File: src/rtl/cpualu_pkg.sv
package cpualu_pkg;

  typedef enum logic [4:0] {
    OP_ADD   = 5'd0,
    OP_ADC   = 5'd1,
    OP_SUB   = 5'd2,
    OP_SBC   = 5'd3,
    OP_AND   = 5'd4,
    OP_XOR   = 5'd5,
    OP_OR    = 5'd6,
    OP_CP    = 5'd7,
    OP_INC8  = 5'd8,
    OP_DEC8  = 5'd9,
    OP_RLCA  = 5'd10,
    OP_RRCA  = 5'd11,
    OP_RLA   = 5'd12,
    OP_RRA   = 5'd13,
    OP_DAA   = 5'd14,
    OP_CPL   = 5'd15,
    OP_SCF   = 5'd16,
    OP_CCF   = 5'd17,
    OP_ADD16 = 5'd18,
    OP_ADDSP = 5'd19,
    OP_INC16 = 5'd20,
    OP_DEC16 = 5'd21
  } kind_t;

  localparam logic [7:0] DAA_FIX_LO = 8'h06;
  localparam logic [7:0] DAA_FIX_HI = 8'h60;
  localparam logic [7:0] DAA_BCD_MAX = 8'h99;
  localparam logic [3:0] DAA_DIGIT_MAX = 4'h9;

  typedef struct packed {
    logic [4:0]  kind;
    logic [15:0] operand_a;
    logic [15:0] operand_b;
    logic        zero_in;
    logic        subtract_in;
    logic        half_carry_in;
    logic        carry_in;
  } op_t;

  typedef struct packed {
    logic [15:0] result;
    logic        zero_out;
    logic        subtract_out;
    logic        half_carry_out;
    logic        carry_out;
  } res_t;

endpackage

File: src/rtl/cpualu_core.sv
module cpualu_core (
  input  cpualu_pkg::op_t  op,
  output cpualu_pkg::res_t res
);

  logic [7:0]  a;
  logic [7:0]  b;
  logic        ci;
  logic [8:0]  sum9;
  logic [4:0]  hsum5;
  logic [8:0]  diff9;
  logic [4:0]  hdiff5;
  logic [7:0]  fix;
  logic [7:0]  daa_r;
  logic [16:0] sum17;
  logic [12:0] hsum13;
  logic [15:0] sp_sum;
  logic [4:0]  sp_h5;
  logic [8:0]  sp_c9;
  logic [7:0]  r8;

  assign a  = op.operand_a[7:0];
  assign b  = op.operand_b[7:0];
  assign ci = op.carry_in &
              ((op.kind == cpualu_pkg::OP_ADC) || (op.kind == cpualu_pkg::OP_SBC));

  assign sum9   = {1'b0, a} + {1'b0, b} + {8'd0, ci};
  assign hsum5  = {1'b0, a[3:0]} + {1'b0, b[3:0]} + {4'd0, ci};
  assign diff9  = {1'b0, a} - {1'b0, b} - {8'd0, ci};
  assign hdiff5 = {1'b0, a[3:0]} - {1'b0, b[3:0]} - {4'd0, ci};

  // decimal adjust: correction from incoming flags, plus range checks after an add
  always_comb begin
    fix = 8'h00;
    if (op.half_carry_in) begin
      fix = fix | cpualu_pkg::DAA_FIX_LO;
    end
    if (op.carry_in) begin
      fix = fix | cpualu_pkg::DAA_FIX_HI;
    end
    if (op.subtract_in) begin
      daa_r = a - fix;
    end else begin
      if (a[3:0] > cpualu_pkg::DAA_DIGIT_MAX) begin
        fix = fix | cpualu_pkg::DAA_FIX_LO;
      end
      if (a > cpualu_pkg::DAA_BCD_MAX) begin
        fix = fix | cpualu_pkg::DAA_FIX_HI;
      end
      daa_r = a + fix;
    end
  end

  assign sum17  = {1'b0, op.operand_a} + {1'b0, op.operand_b};
  assign hsum13 = {1'b0, op.operand_a[11:0]} + {1'b0, op.operand_b[11:0]};
  assign sp_sum = op.operand_a + {{8{b[7]}}, b};
  assign sp_h5  = {1'b0, op.operand_a[3:0]} + {1'b0, b[3:0]};
  assign sp_c9  = {1'b0, op.operand_a[7:0]} + {1'b0, b};

  always_comb begin
    r8                 = 8'h00;
    res.result         = 16'h0000;
    res.zero_out       = op.zero_in;
    res.subtract_out   = op.subtract_in;
    res.half_carry_out = op.half_carry_in;
    res.carry_out      = op.carry_in;
    case (op.kind)
      cpualu_pkg::OP_ADD, cpualu_pkg::OP_ADC: begin
        r8                 = sum9[7:0];
        res.result         = {8'h00, r8};
        res.zero_out       = (r8 == 8'h00);
        res.subtract_out   = 1'b0;
        res.half_carry_out = hsum5[4];
        res.carry_out      = sum9[8];
      end
      cpualu_pkg::OP_SUB, cpualu_pkg::OP_SBC, cpualu_pkg::OP_CP: begin
        r8                 = diff9[7:0];
        res.result         = (op.kind == cpualu_pkg::OP_CP) ? {8'h00, a} : {8'h00, r8};
        res.zero_out       = (r8 == 8'h00);
        res.subtract_out   = 1'b1;
        res.half_carry_out = hdiff5[4];
        res.carry_out      = diff9[8];
      end
      cpualu_pkg::OP_AND: begin
        r8                 = a & b;
        res.result         = {8'h00, r8};
        res.zero_out       = (r8 == 8'h00);
        res.subtract_out   = 1'b0;
        res.half_carry_out = 1'b1;
        res.carry_out      = 1'b0;
      end
      cpualu_pkg::OP_XOR: begin
        r8                 = a ^ b;
        res.result         = {8'h00, r8};
        res.zero_out       = (r8 == 8'h00);
        res.subtract_out   = 1'b0;
        res.half_carry_out = 1'b0;
        res.carry_out      = 1'b0;
      end
      cpualu_pkg::OP_OR: begin
        r8                 = a | b;
        res.result         = {8'h00, r8};
        res.zero_out       = (r8 == 8'h00);
        res.subtract_out   = 1'b0;
        res.half_carry_out = 1'b0;
        res.carry_out      = 1'b0;
      end
      cpualu_pkg::OP_INC8: begin
        r8                 = a + 8'd1;
        res.result         = {8'h00, r8};
        res.zero_out       = (r8 == 8'h00);
        res.subtract_out   = 1'b0;
        res.half_carry_out = (a[3:0] == 4'hf);
      end
      cpualu_pkg::OP_DEC8: begin
        r8                 = a - 8'd1;
        res.result         = {8'h00, r8};
        res.zero_out       = (r8 == 8'h00);
        res.subtract_out   = 1'b1;
        res.half_carry_out = (a[3:0] == 4'h0);
      end
      cpualu_pkg::OP_RLCA: begin
        res.result         = {8'h00, a[6:0], a[7]};
        res.zero_out       = 1'b0;
        res.subtract_out   = 1'b0;
        res.half_carry_out = 1'b0;
        res.carry_out      = a[7];
      end
      cpualu_pkg::OP_RRCA: begin
        res.result         = {8'h00, a[0], a[7:1]};
        res.zero_out       = 1'b0;
        res.subtract_out   = 1'b0;
        res.half_carry_out = 1'b0;
        res.carry_out      = a[0];
      end
      cpualu_pkg::OP_RLA: begin
        res.result         = {8'h00, a[6:0], op.carry_in};
        res.zero_out       = 1'b0;
        res.subtract_out   = 1'b0;
        res.half_carry_out = 1'b0;
        res.carry_out      = a[7];
      end
      cpualu_pkg::OP_RRA: begin
        res.result         = {8'h00, op.carry_in, a[7:1]};
        res.zero_out       = 1'b0;
        res.subtract_out   = 1'b0;
        res.half_carry_out = 1'b0;
        res.carry_out      = a[0];
      end
      cpualu_pkg::OP_DAA: begin
        res.result         = {8'h00, daa_r};
        res.zero_out       = (daa_r == 8'h00);
        res.half_carry_out = 1'b0;
        res.carry_out      = fix[6];
      end
      cpualu_pkg::OP_CPL: begin
        res.result         = {8'h00, ~a};
        res.subtract_out   = 1'b1;
        res.half_carry_out = 1'b1;
      end
      cpualu_pkg::OP_SCF: begin
        res.result         = {8'h00, a};
        res.subtract_out   = 1'b0;
        res.half_carry_out = 1'b0;
        res.carry_out      = 1'b1;
      end
      cpualu_pkg::OP_CCF: begin
        res.result         = {8'h00, a};
        res.subtract_out   = 1'b0;
        res.half_carry_out = 1'b0;
        res.carry_out      = ~op.carry_in;
      end
      cpualu_pkg::OP_ADD16: begin
        res.result         = sum17[15:0];
        res.subtract_out   = 1'b0;
        res.half_carry_out = hsum13[12];
        res.carry_out      = sum17[16];
      end
      cpualu_pkg::OP_ADDSP: begin
        // flags come from the unsigned low-byte add, not the signed 16-bit one
        res.result         = sp_sum;
        res.zero_out       = 1'b0;
        res.subtract_out   = 1'b0;
        res.half_carry_out = sp_h5[4];
        res.carry_out      = sp_c9[8];
      end
      cpualu_pkg::OP_INC16: begin
        res.result = op.operand_a + 16'd1;
      end
      cpualu_pkg::OP_DEC16: begin
        res.result = op.operand_a - 16'd1;
      end
      default: begin
        res.result = 16'h0000;
      end
    endcase
  end

endmodule

File: src/rtl/cpu_alu_with_flags_unit.sv
// Flag-producing ALU of an 8-bit CPU: each beat on the op channel carries an
// operation kind, two 16-bit operands and the incoming Z/N/H/C flags, and yields
// one beat on the res channel with the result and the new flags. The unit takes
// one operation every cycle unless the res channel stalls, and each one passes
// through the input register and then the result register around a single pass
// of adders and selection. Unassigned kinds return zero with the flags passed
// through. No state is kept between operations; reset only clears the two valid bits.
module cpu_alu_with_flags_unit (
  input  logic             clk,
  input  logic             rst,
  input  logic             op_valid,
  output logic             op_ready,
  input  cpualu_pkg::op_t  op,
  output logic             res_valid,
  input  logic             res_ready,
  output cpualu_pkg::res_t res
);

  cpualu_pkg::op_t  in_reg;
  logic             s1_valid;
  logic             s1_advance;
  cpualu_pkg::res_t core_res;

  assign s1_advance = s1_valid && (!res_valid || res_ready);
  assign op_ready   = !s1_valid || s1_advance;

  cpualu_core u_core (
    .op  (in_reg),
    .res (core_res)
  );

  always_ff @(posedge clk) begin
    if (rst) begin
      s1_valid  <= 1'b0;
      res_valid <= 1'b0;
    end else begin
      if (op_ready) begin
        s1_valid <= op_valid;
      end
      if (s1_advance) begin
        res_valid <= 1'b1;
      end else if (res_ready) begin
        res_valid <= 1'b0;
      end
    end
  end

  always_ff @(posedge clk) begin
    if (op_valid && op_ready) begin
      in_reg <= op;
    end
    if (s1_advance) begin
      res <= core_res;
    end
  end

`ifndef NO_ASSERTIONS
  a_accept_loads: assert property (@(posedge clk) disable iff (rst)
    (op_valid && op_ready) |=> s1_valid)
    else $error("accepted beat did not reach the input register");

  a_result_loads: assert property (@(posedge clk) disable iff (rst)
    s1_advance |=> (res_valid && res == $past(core_res)))
    else $error("result register missed the computed beat");

  a_stalled_stage_holds: assert property (@(posedge clk) disable iff (rst)
    (s1_valid && !s1_advance) |=> (s1_valid && $stable(in_reg)))
    else $error("stalled input register lost its beat");

  a_ready_when_empty_out: assert property (@(posedge clk) disable iff (rst)
    !res_valid |-> op_ready)
    else $error("op channel stalled with an empty result register");
`endif

endmodule
File: config.mk
export PLATFORM = sky130hd
export DESIGN_NAME = cpu_alu_with_flags_unit
export DESIGN_NICKNAME = d
export VERILOG_FILES = /design/src/rtl/cpualu_pkg.sv /design/src/rtl/cpualu_core.sv /design/src/rtl/cpu_alu_with_flags_unit.sv
export SDC_FILE = /design/constraint.sdc
export NUM_CORES = 1
export LEC_CHECK = 0
export BUFFER_PORTS_ARGS = -buffer_cell sky130_fd_sc_hd__buf_2
export CORE_MARGIN = 3
export CORE_UTILIZATION = 55
export DETAILED_ROUTE_END_ITERATION = 12
export PLACE_DENSITY = 0.8
export SLEW_MARGIN = 20
export SYNTH_ARGS = -nofsm -noshare
export SYNTH_HDL_FRONTEND = slang
export SYNTH_HIERARCHICAL = 1
export SYNTH_SLANG_ARGS = --single-unit
export TNS_END_PERCENT = 100
File: constraint.sdc
create_clock -name clk -period 3.89 [get_ports clk]
set_input_delay 0.5835 -clock clk [delete_from_list [all_inputs] [get_ports clk]]
set_output_delay 0.5835 -clock clk [all_outputs]
set_load 0.02 [all_outputs]
**Yosys cells after proc, flatten, opt, wreduce, memory -nomap -nowiden**

Cells that the tools add are included.

- Order comparisons: 2
- Equal/unequal tests: 22
- Multiplexer cells: 15
- Add/sub/neg operators: 17
- Bitwise gates (word level): 6
- Reductions and logical operators: 29

Operators by type and width:

| operator | count |
|---|---|
| one-hot mux 16 bit (18 select lines) | 1 |
| logical NOT 8 bit | 8 |
| == test 5 x 4 -> 1 bit, second input constant | 8 |
| == test 5 bit, second input constant | 6 |
| two-way mux 8 bit | 3 |
| two-way mux 7 bit | 3 |
| == test 5 x 3 -> 1 bit, second input constant | 4 |
| adder 16 x 16 -> 17 bit | 1 |
| adder 16 x 1 -> 16 bit, second input constant | 1 |
| adder 16 bit | 1 |
| subtractor 16 x 1 -> 16 bit, second input constant | 1 |
| OR reduction 14 bit | 1 |
| adder 12 x 12 -> 13 bit | 1 |
| == test 5 x 2 -> 1 bit, second input constant | 2 |
| one-hot mux 1 bit (10 select lines) | 1 |
| OR reduction 2 bit | 5 |
| OR reduction 5 bit | 2 |
| adder 8 x 8 -> 9 bit | 1 |
| adder 9 x 1 -> 9 bit | 1 |
| one-hot mux 1 bit (9 select lines) | 1 |
| OR reduction 9 bit | 1 |
| subtractor 8 x 8 -> 9 bit | 1 |
| subtractor 9 x 1 -> 9 bit | 1 |
| adder 8 x 1 -> 8 bit, second input constant | 1 |
| other kinds (28) | 35 |

- Bits in registers: 63
- Word-level logic and storage cells: 105
- Output and inout port bits: 22
- Bits of input ports: 45

**Depth between registers and ports, before layout**

Gate-level depths: netlist (run 1).

- Depth after elaboration: 9
- Gate-level depth with buffers: 17
- Depth with buffers taken out: 16

**By module**

The synthesis (run 1) kept the hierarchy.

By module, submodules not included:

| module | instances | area each (um^2) | cells each |
|---|---|---|---|
| cpualu_core | 1 | 4501.8 | 650 |
| cpu_alu_with_flags_unit | 1 | 1935.6 | 71 |

**Worst setup path before layout (run 1)**

No wires, ideal clock.

- Kind: register to register
- From: register in_reg[21] in the netlist's numbering
- To: register res[3] in the netlist's numbering, data pin
- Buffers on the path: 0
- Cell stages (with the launch flop): 13
- Setup time: 272 ps
- Arrival time: 3388 ps
- Data required time: 3618 ps
- Clock period less this slack: 3660 ps
- Setup slack: 230 ps
- Path through: edfxtp_1 -> inv_1 -> ha_1 -> o21bai_1 -> a311o_1 -> a21oi_1 -> ha_1 -> a21o_1 -> ha_1 -> or4b_2 -> nand3_1 -> or3_1 -> a41oi_1

RTL lines:

| what | line | RTL |
|---|---|---|
| from (decl) | cpu_alu_with_flags_unit.sv:19 | `cpualu_pkg::op_t in_reg;` |
| from (signal assigned) | cpu_alu_with_flags_unit.sv:50 | `in_reg <= op;` |
| to (signal assigned) | cpu_alu_with_flags_unit.sv:53 | `res <= core_res;` |
| to (decl) | cpu_alu_with_flags_unit.sv:16 | `output cpualu_pkg::res_t res` |

==> qor.txt, run 1 <==
outcome: completed
largest net degree at the start of global routing: 42
cell count after synthesis: 721
routed via count: 6600
Avg Inst Size Synth: 8.93 um2
# port buffers: 66
r2r setup slk: 0.22 ns
EDFF count, synth: 61
total CTS buffers: 9
Core Footprint: 11100 um2
CTS clk-pin slew, worst paths: 0.06 ns
CTS tree: yes
wire per inst: 25.3 um
Max Clk Rate: 272 MHz
Placed Cells: 937
postcts setup bufs: 0
Largest register FFs: 41
clk_skew: 0.00389 ns
Die W: 114 um
crit end category: flip-flop
Initial Util: 57.9%
Final Worst Setup Slack: 0.217 ns
routed vias/inst: 6.93
setup slack at placement: 0.187 ns
Clock Tree Buf Depth: 2
fillcell total: 886
most common cell after layout, fill and taps aside: ha_1
Synth Register Bits: 63
sequential share of the synthesized area: 29.1%
WS Path Type: reg2reg
Layout Nets: 928
most frequent cells in the layout: 71 x ha_1, 66 x buf_2, 61 x edfxtp_1, 51 x nand2_1
chip height: 114 um
htree depth: 3
GRT overflow: 0
VDD IR max: 0.287 mV
Synth Warn #: 6
drt drc: 0
Clock Tree Root: clkbuf_16
Pleak: 3.09 nW
Setup TNS: 0 ns
RSZ-0062 raised after global routing: false
ys async rst share: 0%
initial antenna violation count: 0
HP Class: in2reg
drt pass-1 iters: 8
final count of hold timing violations: 0
non-filler instance count after layout: 953
DP HPWL: 18400 um
ANT cells: 0
Max-Cap Viols: 0
Post-Syn Area: 6440 um2
Startpoint Class: flip-flop
setup violators final: 0
FP Rows: 38
IO Pins: 67
area delta synth->final: 15.8%
Global Route Usage Sum: 37.5%
slew margin rel.: 30.9%
Synth cell types: 88
CP Data Arrival Time: 3.74 ns
number of global-route vias before repair: 6267
gp weighted congestion: 1.03
Die Area: 13000 um2
Synth Net Count: 841
Reg area: 1870 um2
Synth Flop Type: edfxtp_1
Min Clock Period, post-route: 3.67 ns
worst skew pair latency: 0.35 ns
final period utilization: 94.4%
clock sink total: 63
final design utilization: 67.0%
Pwr per Cell Area: 358 nW/um2
worst-path fanout max: 5
Final Max Slew Viols: 0
area of the multi-input gates: 4300 um2
first-pass GRT wire length: 36700 um
Req. time, crit path: 3.96 ns
post-synth top area share: 28.5%
worst slew pin tran: 1.03 ns
share of layout cells above drive strength 1: 19.1%
DRT iter0 DRCs: 1107
largest cells by area after synthesis: edfxtp_1 28%, ha_1 14%, xnor2_1 4.5%
cell taking the most area after synthesis: edfxtp_1
final wirelength: 24200 um
Detail Route Antenna Nets: 0
-- final cells by class --
class | instances | share of cell area (%)
multi-input cells | 590 | 57.7
clock buffers | 10 | 3.21
flip-flops and latches | 63 | 25.1
inverters | 38 | 1.91
clock inverters | 6 | 1.24
well taps | 140 | 2.35
repair buffers | 106 | 8.46
-- synth_stat cells, drive strengths merged (11+ instances only) --
master	count
ha	71
edfxtp	61
a21oi	52
nand2	51
nor2	51
o21ai	42
inv	37
xnor2	34
nand3	28
nor3	24
xor2	19
clkbuf	17
o22ai	15
a211oi	13
buf	13
or3	12
a21o	11
and2	11
nor4	11
-- final timing paths --
check / startpoint / to / depth (start not counted)
max: in_reg[6] / res[17] / 14
min: op[23] / in_reg[23] / 1
max reg2reg: in_reg[6] / res[17] / 14
min reg2reg: s1_valid / res_valid / 2
-- routing by layer --
metal	vias to the layer above	global-route usage, %	share of wire [%]
met5	-	0	0
met4	0	18.0	4.6
met1	3072	49.8	39
met2	536	57.4	45
met3	81	9.04	12
li1	2911	-	-
-- critical path, stage by stage (launching register included) --
cell and delay, ns:
edfxtp_1 0.46, inv_1 0.16, nand3_1 0.18, or3_1 0.38
or3_1 0.40, ha_1 0.30, nand2_1 0.06, nand2_1 0.05
ha_1 0.33, and2_1 0.17, o21ai_0 0.20, nand3_1 0.16
a41oi_2 0.25, xnor2_1 0.17, o22ai_1 0.11
-- through the flow --
step | power [W] | cell area (um2) | hold slack [ns]
3_5_place_dp | 0.00173 | 7110 | 0.487
3_3_place_gp | 0.00171 | 7110 | 0.472
2_1_floorplan | 0.00145 | 6440 | 0.462
6_report | 0.00267 | 7450 | 0.407
5_1_grt | 0.00276 | 7450 | 0.403
4_1_cts | 0.00264 | 7440 | 0.401
-- timing repair --
item | CTS | global route
hold buffers | 0 | 0
resized for setup | 0 | 4
setup endpoints to repair | 0 | 4
-- logic make-up after synthesis --
family          synth area share [%]
compound gates                  22.7
xor+xnor                        7.56
fa+ha+maj                       15.0
buf+inv                         4.28
flops                           29.1
mux                            0.777
simple gates                    20.5
-- power breakdown --
group | total [W] | internal, W | switching, W
registers | 0.000829 | 0.000799 | 0.0000300
clock network | 0.000906 | 0.000581 | 0.000325
logic | 0.000935 | 0.000355 | 0.000581
No activity file was read; power rests on OpenSTA's default activity.
==> run 2, diff against run 1 <==
- PLACE_DENSITY: 0.8 -> 0.78
- SKIP_LAST_GASP: not set -> 1
==> qor.txt, run 2 (synthesized netlist as in run 1, its figures left out) <==
Max-Cap Viols: 0 (unchanged)
worst hold endpoint: in_reg[13]
total CTS buffers: 9 (unchanged)
CP Cell Sequence: buf_4 -> nand4bb_1 -> nor2_1 -> a21oi_1 -> ha_1 -> nor2b_1 -> o31ai_1 -> a211oi_1 -> nor3_1 -> o31ai_1 -> xnor2_1 -> o22ai_1
Gate power share: 36.2% (+1.2 points)
sequential share of power: 32.4% (+1.4 points)
Max Clk Rate: 263 MHz (-3.3%)
largest net degree at the start of global routing: 42 (unchanged)
DRT iter0 DRCs: 935 (-16%)
CTS tree: yes
Worst path top cell family by delay: simple AND/OR/NAND/NOR gates
GRT overflow: 0 (unchanged)
routed vias/inst: 7.12 (+2.8%)
Die W: 114 um (unchanged)
Reg area: 1870 um2 (unchanged)
share of layout cells above drive strength 1: 17.9% (-1.1 points)
HP Class: in2reg
worst skew pair latency: 0.34 ns (about the same)
CP most frequent cell: o31ai_1
Switch Pwr: 0.000916 W (-2.1%)
Crit Reg-Reg Endpoint: res[18]
WHS Path Cells: 1 (unchanged)
Pwr per Cell Area: 349 nW/um2 (-2.7%)
FP Rows: 38 (unchanged)
worst-path fanout max: 16 (+11)
Global Route Usage Sum: 37.1% (-0.41 points)
Initial Util: 57.9% (unchanged)
htree depth: 3 (unchanged)
DP HPWL: 18600 um (+1.3%)
outcome: completed
Final Max Slew Viols: 0 (unchanged)
routed via count: 6750 (+2.3%)
clock sink total: 63 (unchanged)
chip height: 114 um (unchanged)
Fin Hold WS: 0.416 ns (+0.00861 ns)
VDD IR max: 0.248 mV (-13%)
# port buffers: 66 (unchanged)
gp weighted congestion: 1.05 (+1.5%)
Clk pwr share: 31.4% (-2.5 points)
fillcell total: 886 (unchanged)
Die Area: 13000 um2 (unchanged)
final wirelength: 24100 um (-0.39%)
Sw Ratio: 35.6% (+0.60 points)
Clock Tree Buf Depth: 2 (unchanged)
drt pass-1 iters: 9 (+1)
initial antenna violation count: 0 (unchanged)
area of the multi-input gates: 4300 um2 (-0.12%)
drt drc: 0 (unchanged)
ANT cells: 0 (unchanged)
Clock Tree Root: clkbuf_16
Core Footprint: 11100 um2 (unchanged)
most common cell after layout, fill and taps aside: ha_1
buffers and inverters on the worst path: 1 (unchanged)
worst slew pin tran: 0.826 ns (-0.201 ns)
crit end category: flip-flop
CTS clk-pin slew, worst paths: 0.06 ns (about the same)
Min Clock Period, post-route: 3.80 ns (+0.126 ns)
r2r setup slk: 0.09 ns (-0.13 ns)
Worst R2R Path Depth: 12 (-2)
RSZ-0062 raised after global routing: false
Int Pwr: 0.00165 W (-4.7%)
R2R Path Start: in_reg[40]
most frequent cells in the layout: 71 x ha_1, 66 x buf_2, 61 x edfxtp_1, 51 x nand2_1
Layout Nets: 923 (-0.54%)
area delta synth->final: 14.5%
final count of hold timing violations: 0 (unchanged)
Slowest cell on crit path: nor2_1
Largest register FFs: 41 (unchanged)
Setup TNS: 0 ns (unchanged)
Pleak: 3.05 nW (-1.3%)
slew margin rel.: 44.5% (+14 points)
Startpoint Class: flip-flop
first-pass GRT wire length: 36400 um (-0.77%)
CP Data Arrival Time: 3.87 ns (+0.13 ns)
wire per inst: 25.4 um (+0.13%)
setup violators final: 0 (unchanged)
Req. time, crit path: 3.96 ns (about the same)
IO Pins: 67 (unchanged)
CP peak stage delay: 0.45 ns (about the same)
Detail Route Antenna Nets: 0 (unchanged)
WS Path Type: reg2reg
number of global-route vias before repair: 6420 (+2.4%)
final period utilization: 97.6% (+3.2 points)
clk_skew: 0.00728 ns (+0.00339 ns)
HP Start: op[13]
postcts setup bufs: 0 (unchanged)
run 2: how the worst max path moves through the flow:
stage          slack (ns)  cells after the start      end       start
2_1_floorplan        0.23                     12   res[3]  in_reg[21]
3_3_place_gp         0.29                     14  res[17]   in_reg[5]
3_5_place_dp         0.07                     14  res[17]   in_reg[5]
4_1_cts              0.02                     14  res[17]   in_reg[5]
5_1_grt              0.02                     14  res[16]   in_reg[5]
6_report             0.09                     12  res[18]  in_reg[40]
run 2: area by class of cell:
type,count,area share (%)
Clock buffer,12,3.34
Clock inverter,4,0.628
Inverter,38,1.93
Multi-Input combinational cell,590,58.3
Sequential cell,63,25.4
Tap cell,140,2.38
Timing Repair Buffer,101,8.04
run 2: repair_timing:
item / 4_1_cts / 5_1_grt
gates resized for setup: 0 / 2
hold buffers: 0 / 0
endpoints found under the setup margin: 0 / 4
hold endpoints to repair: 0 / 0
run 2: routing by layer:
layer | vias to the layer above | track usage, % | routed length [um]
met2 | 592 | 57.2 | 10600
met3 | 116 | 10.3 | 3030
met1 | 3151 | 48.6 | 9190
met5 | - | 0 | 0
li1 | 2891 | - | -
met4 | 0 | 16.4 | 1230
run 2: power groups by stage:
stage          Clock [W]  Sequential [W]  Combinational (W)
2_1_floorplan          0        0.000854           0.000594
3_3_place_gp           0        0.000843           0.000861
3_5_place_dp           0        0.000845           0.000881
4_1_cts         0.000815        0.000831           0.000891
5_1_grt         0.000845        0.000836           0.000986
6_report        0.000807        0.000832           0.000930
run 2: stage by stage:
stage | setup slack [ns] | power (W) | instance area, um2 | utilization [%] | instances
floorplan | 0.230 | 0.00145 | 6440 | - | 721
global placement | 0.289 | 0.00170 | 7070 | 63.6 | 932
detailed placement | 0.0702 | 0.00173 | 7070 | 63.6 | 932
CTS | 0.0164 | 0.00254 | 7370 | 66.2 | 948
global route | 0.0208 | 0.00267 | 7370 | 66.3 | 948
finish | 0.0915 | 0.00257 | 7370 | 66.3 | 948
==> run 3, diff against run 2 <==
- CORE_UTILIZATION: 55 -> 35
- PLACE_DENSITY: 0.78 -> not set
==> qor.txt, run 3 (synthesized netlist as in run 1, its figures left out) <==
worst slew pin tran: 0.968 ns (+0.142 ns)
share of layout cells above drive strength 1: 18.0% (+0.089 points)
chip height: 142 um (+24%)
Clock Tree Root: clkbuf_16
cts hold-fix bufs: 0 (unchanged)
most common cell after layout, fill and taps aside: ha_1
FP Rows: 48 (+26%)
final design utilization: 42.4% (-24 points)
Die W: 142 um (+24%)
HP Class: in2reg
Setup TNS: 0 ns (unchanged)
Placed Cells: 1013 (+8.7%)
ANT cells: 0 (unchanged)
Layout Nets: 919 (-0.43%)
CTS clk-pin slew, worst paths: 0.06 ns (about the same)
Clock Tree Buf Depth: 2 (unchanged)
Reg area: 1870 um2 (unchanged)
postcts setup bufs: 0 (unchanged)
Final Max Slew Viols: 0 (unchanged)
clock sink total: 63 (unchanged)
setup violators final: 0 (unchanged)
drt drc: 0 (unchanged)
initial antenna violation count: 0 (unchanged)
Core Footprint: 17700 um2 (+59%)
Largest register FFs: 41 (unchanged)
GRT overflow: 0 (unchanged)
CP Cell Sequence: inv_1 -> nand3_1 -> or3_1 -> or3_1 -> ha_1 -> nand2_1 -> nand2_1 -> ha_1 -> nand3_1 -> a211oi_2 -> nor3_1 -> o31ai_1 -> xnor2_1 -> o22ai_1
Startpoint Class: flip-flop
number of global-route vias before repair: 5814 (-9.4%)
worst-path fanout max: 5 (-11)
VDD IR max: 0.210 mV (-16%)
Pleak: 3.05 nW (-0.12%)
wire per inst: 21.1 um (-17%)
area of the multi-input gates: 4310 um2 (+0.35%)
WS Path Type: reg2reg
routed via count: 6078 (-10%)
htree depth: 3 (unchanged)
Min Clock Period, post-route: 3.67 ns (-0.124 ns)
CP peak stage delay: 0.43 ns (-0.02 ns)
final period utilization: 94.5% (-3.2 points)
Initial Util: 36.5% (-21 points)
Slowest cell on crit path: or3_1
largest net degree at the start of global routing: 42 (unchanged)
non-filler instance count after layout: 1029 (+8.5%)
overall power: 0.00262 W (+2.1%)
Global Route Usage Sum: 21.8% (-15 points)
Req. time, crit path: 3.97 ns (about the same)
RSZ-0062 raised after global routing: true
outcome: completed
fillcell total: 1837 (+110%)
total CTS buffers: 9 (unchanged)
Max Clk Rate: 272 MHz (+3.4%)
CTS tree: yes
first-pass GRT wire length: 33700 um (-7.6%)
final count of hold timing violations: 0 (unchanged)
area delta synth->final: 16.4%
slew margin rel.: 34.9% (-9.6 points)
setup slack at placement: 0.144 ns (+0.0741 ns)
PostCTS Resize Cnt: 0 (unchanged)
IO Pins: 67 (unchanged)
Die Area: 20100 um2 (+54%)
Max-Cap Viols: 0 (unchanged)
drt pass-1 iters: 9 (unchanged)
CP Data Arrival Time: 3.76 ns (-0.11 ns)
Final Worst Setup Slack: 0.215 ns (+0.124 ns)
most frequent cells in the layout: 71 x ha_1, 66 x buf_2, 61 x edfxtp_1, 51 x nand2_1
clk_skew: 0.00677 ns (-0.000506 ns)
worst skew pair latency: 0.35 ns (about the same)
r2r setup slk: 0.22 ns (+0.12 ns)
final wirelength: 21700 um (-9.7%)
Pwr per Cell Area: 350 nW/um2 (+0.46%)
DP HPWL: 17100 um (-8.3%)
routed vias/inst: 5.91 (-17%)
DRT iter0 DRCs: 780 (-17%)
gp weighted congestion: 1.01 (-3.6%)
# port buffers: 66 (unchanged)
Detail Route Antenna Nets: 0 (unchanged)
crit end category: flip-flop
==> run 3: cell count changes in the layout (fill, tap and decap cells not counted), moves of 2 or more <==
cell / change
buf_4: -4
clkinv_4: +2
nor3_1: -2
nor3_2: +2
==> run 3: power by group <==
| part | switching (W) | internal (W) |
|---|---|---|
| registers | 0.0000289 | 0.000799 |
| logic | 0.000561 | 0.000342 |
| clock network | 0.000328 | 0.000565 |
| total | 0.000918 | 0.00171 |
==> run 3: worst max-delay path, delay by kind of cell, from the launching register on <==
family | cells | cell delay (ns)
buffers and inverters | 1 | 0.20
flip-flops | 1 | 0.40
adder cells (fa/ha/maj) | 2 | 0.65
AND/OR/NAND/NOR | 7 | 1.28
AO/OA/AOI/OAI | 3 | 0.69
XOR/XNOR | 1 | 0.17
==> run 3: final timing paths <==
path / cells past startpoint / startpoint / endpoint
worst max-delay path: 14 / in_reg[4] / res[18]
worst min-delay path: 2 / rst / s1_valid
worst min register to register: 2 / s1_valid / res_valid
worst max register to register: 14 / in_reg[4] / res[18]
==> run 3: area by class of cell <==
type,instances,share of cell area [%]
Clock buffer,10,3.06
Clock inverter,6,1.25
Inverter,38,1.90
Multi-Input combinational cell,590,57.5
Sequential cell,63,25.0
Tap cell,225,3.76
Timing Repair Buffer,97,7.51
==> run 3: stage by stage <==
step                instance area, um2  hold WS [ns]
finish                            7490         0.400
global route                      7490         0.394
CTS                               7470         0.389
detailed placement                7150         0.489
global placement                  7150         0.480
floorplan                         6440         0.462
==> run 3: per-layer routing <==
metal	global-route usage, %	routed length [um]	vias up
met4	11.6	1050	0
met3	4.68	1780	53
met1	30.6	9880	2824
li1	-	-	2881
met5	0	0	-
met2	31.4	9030	320
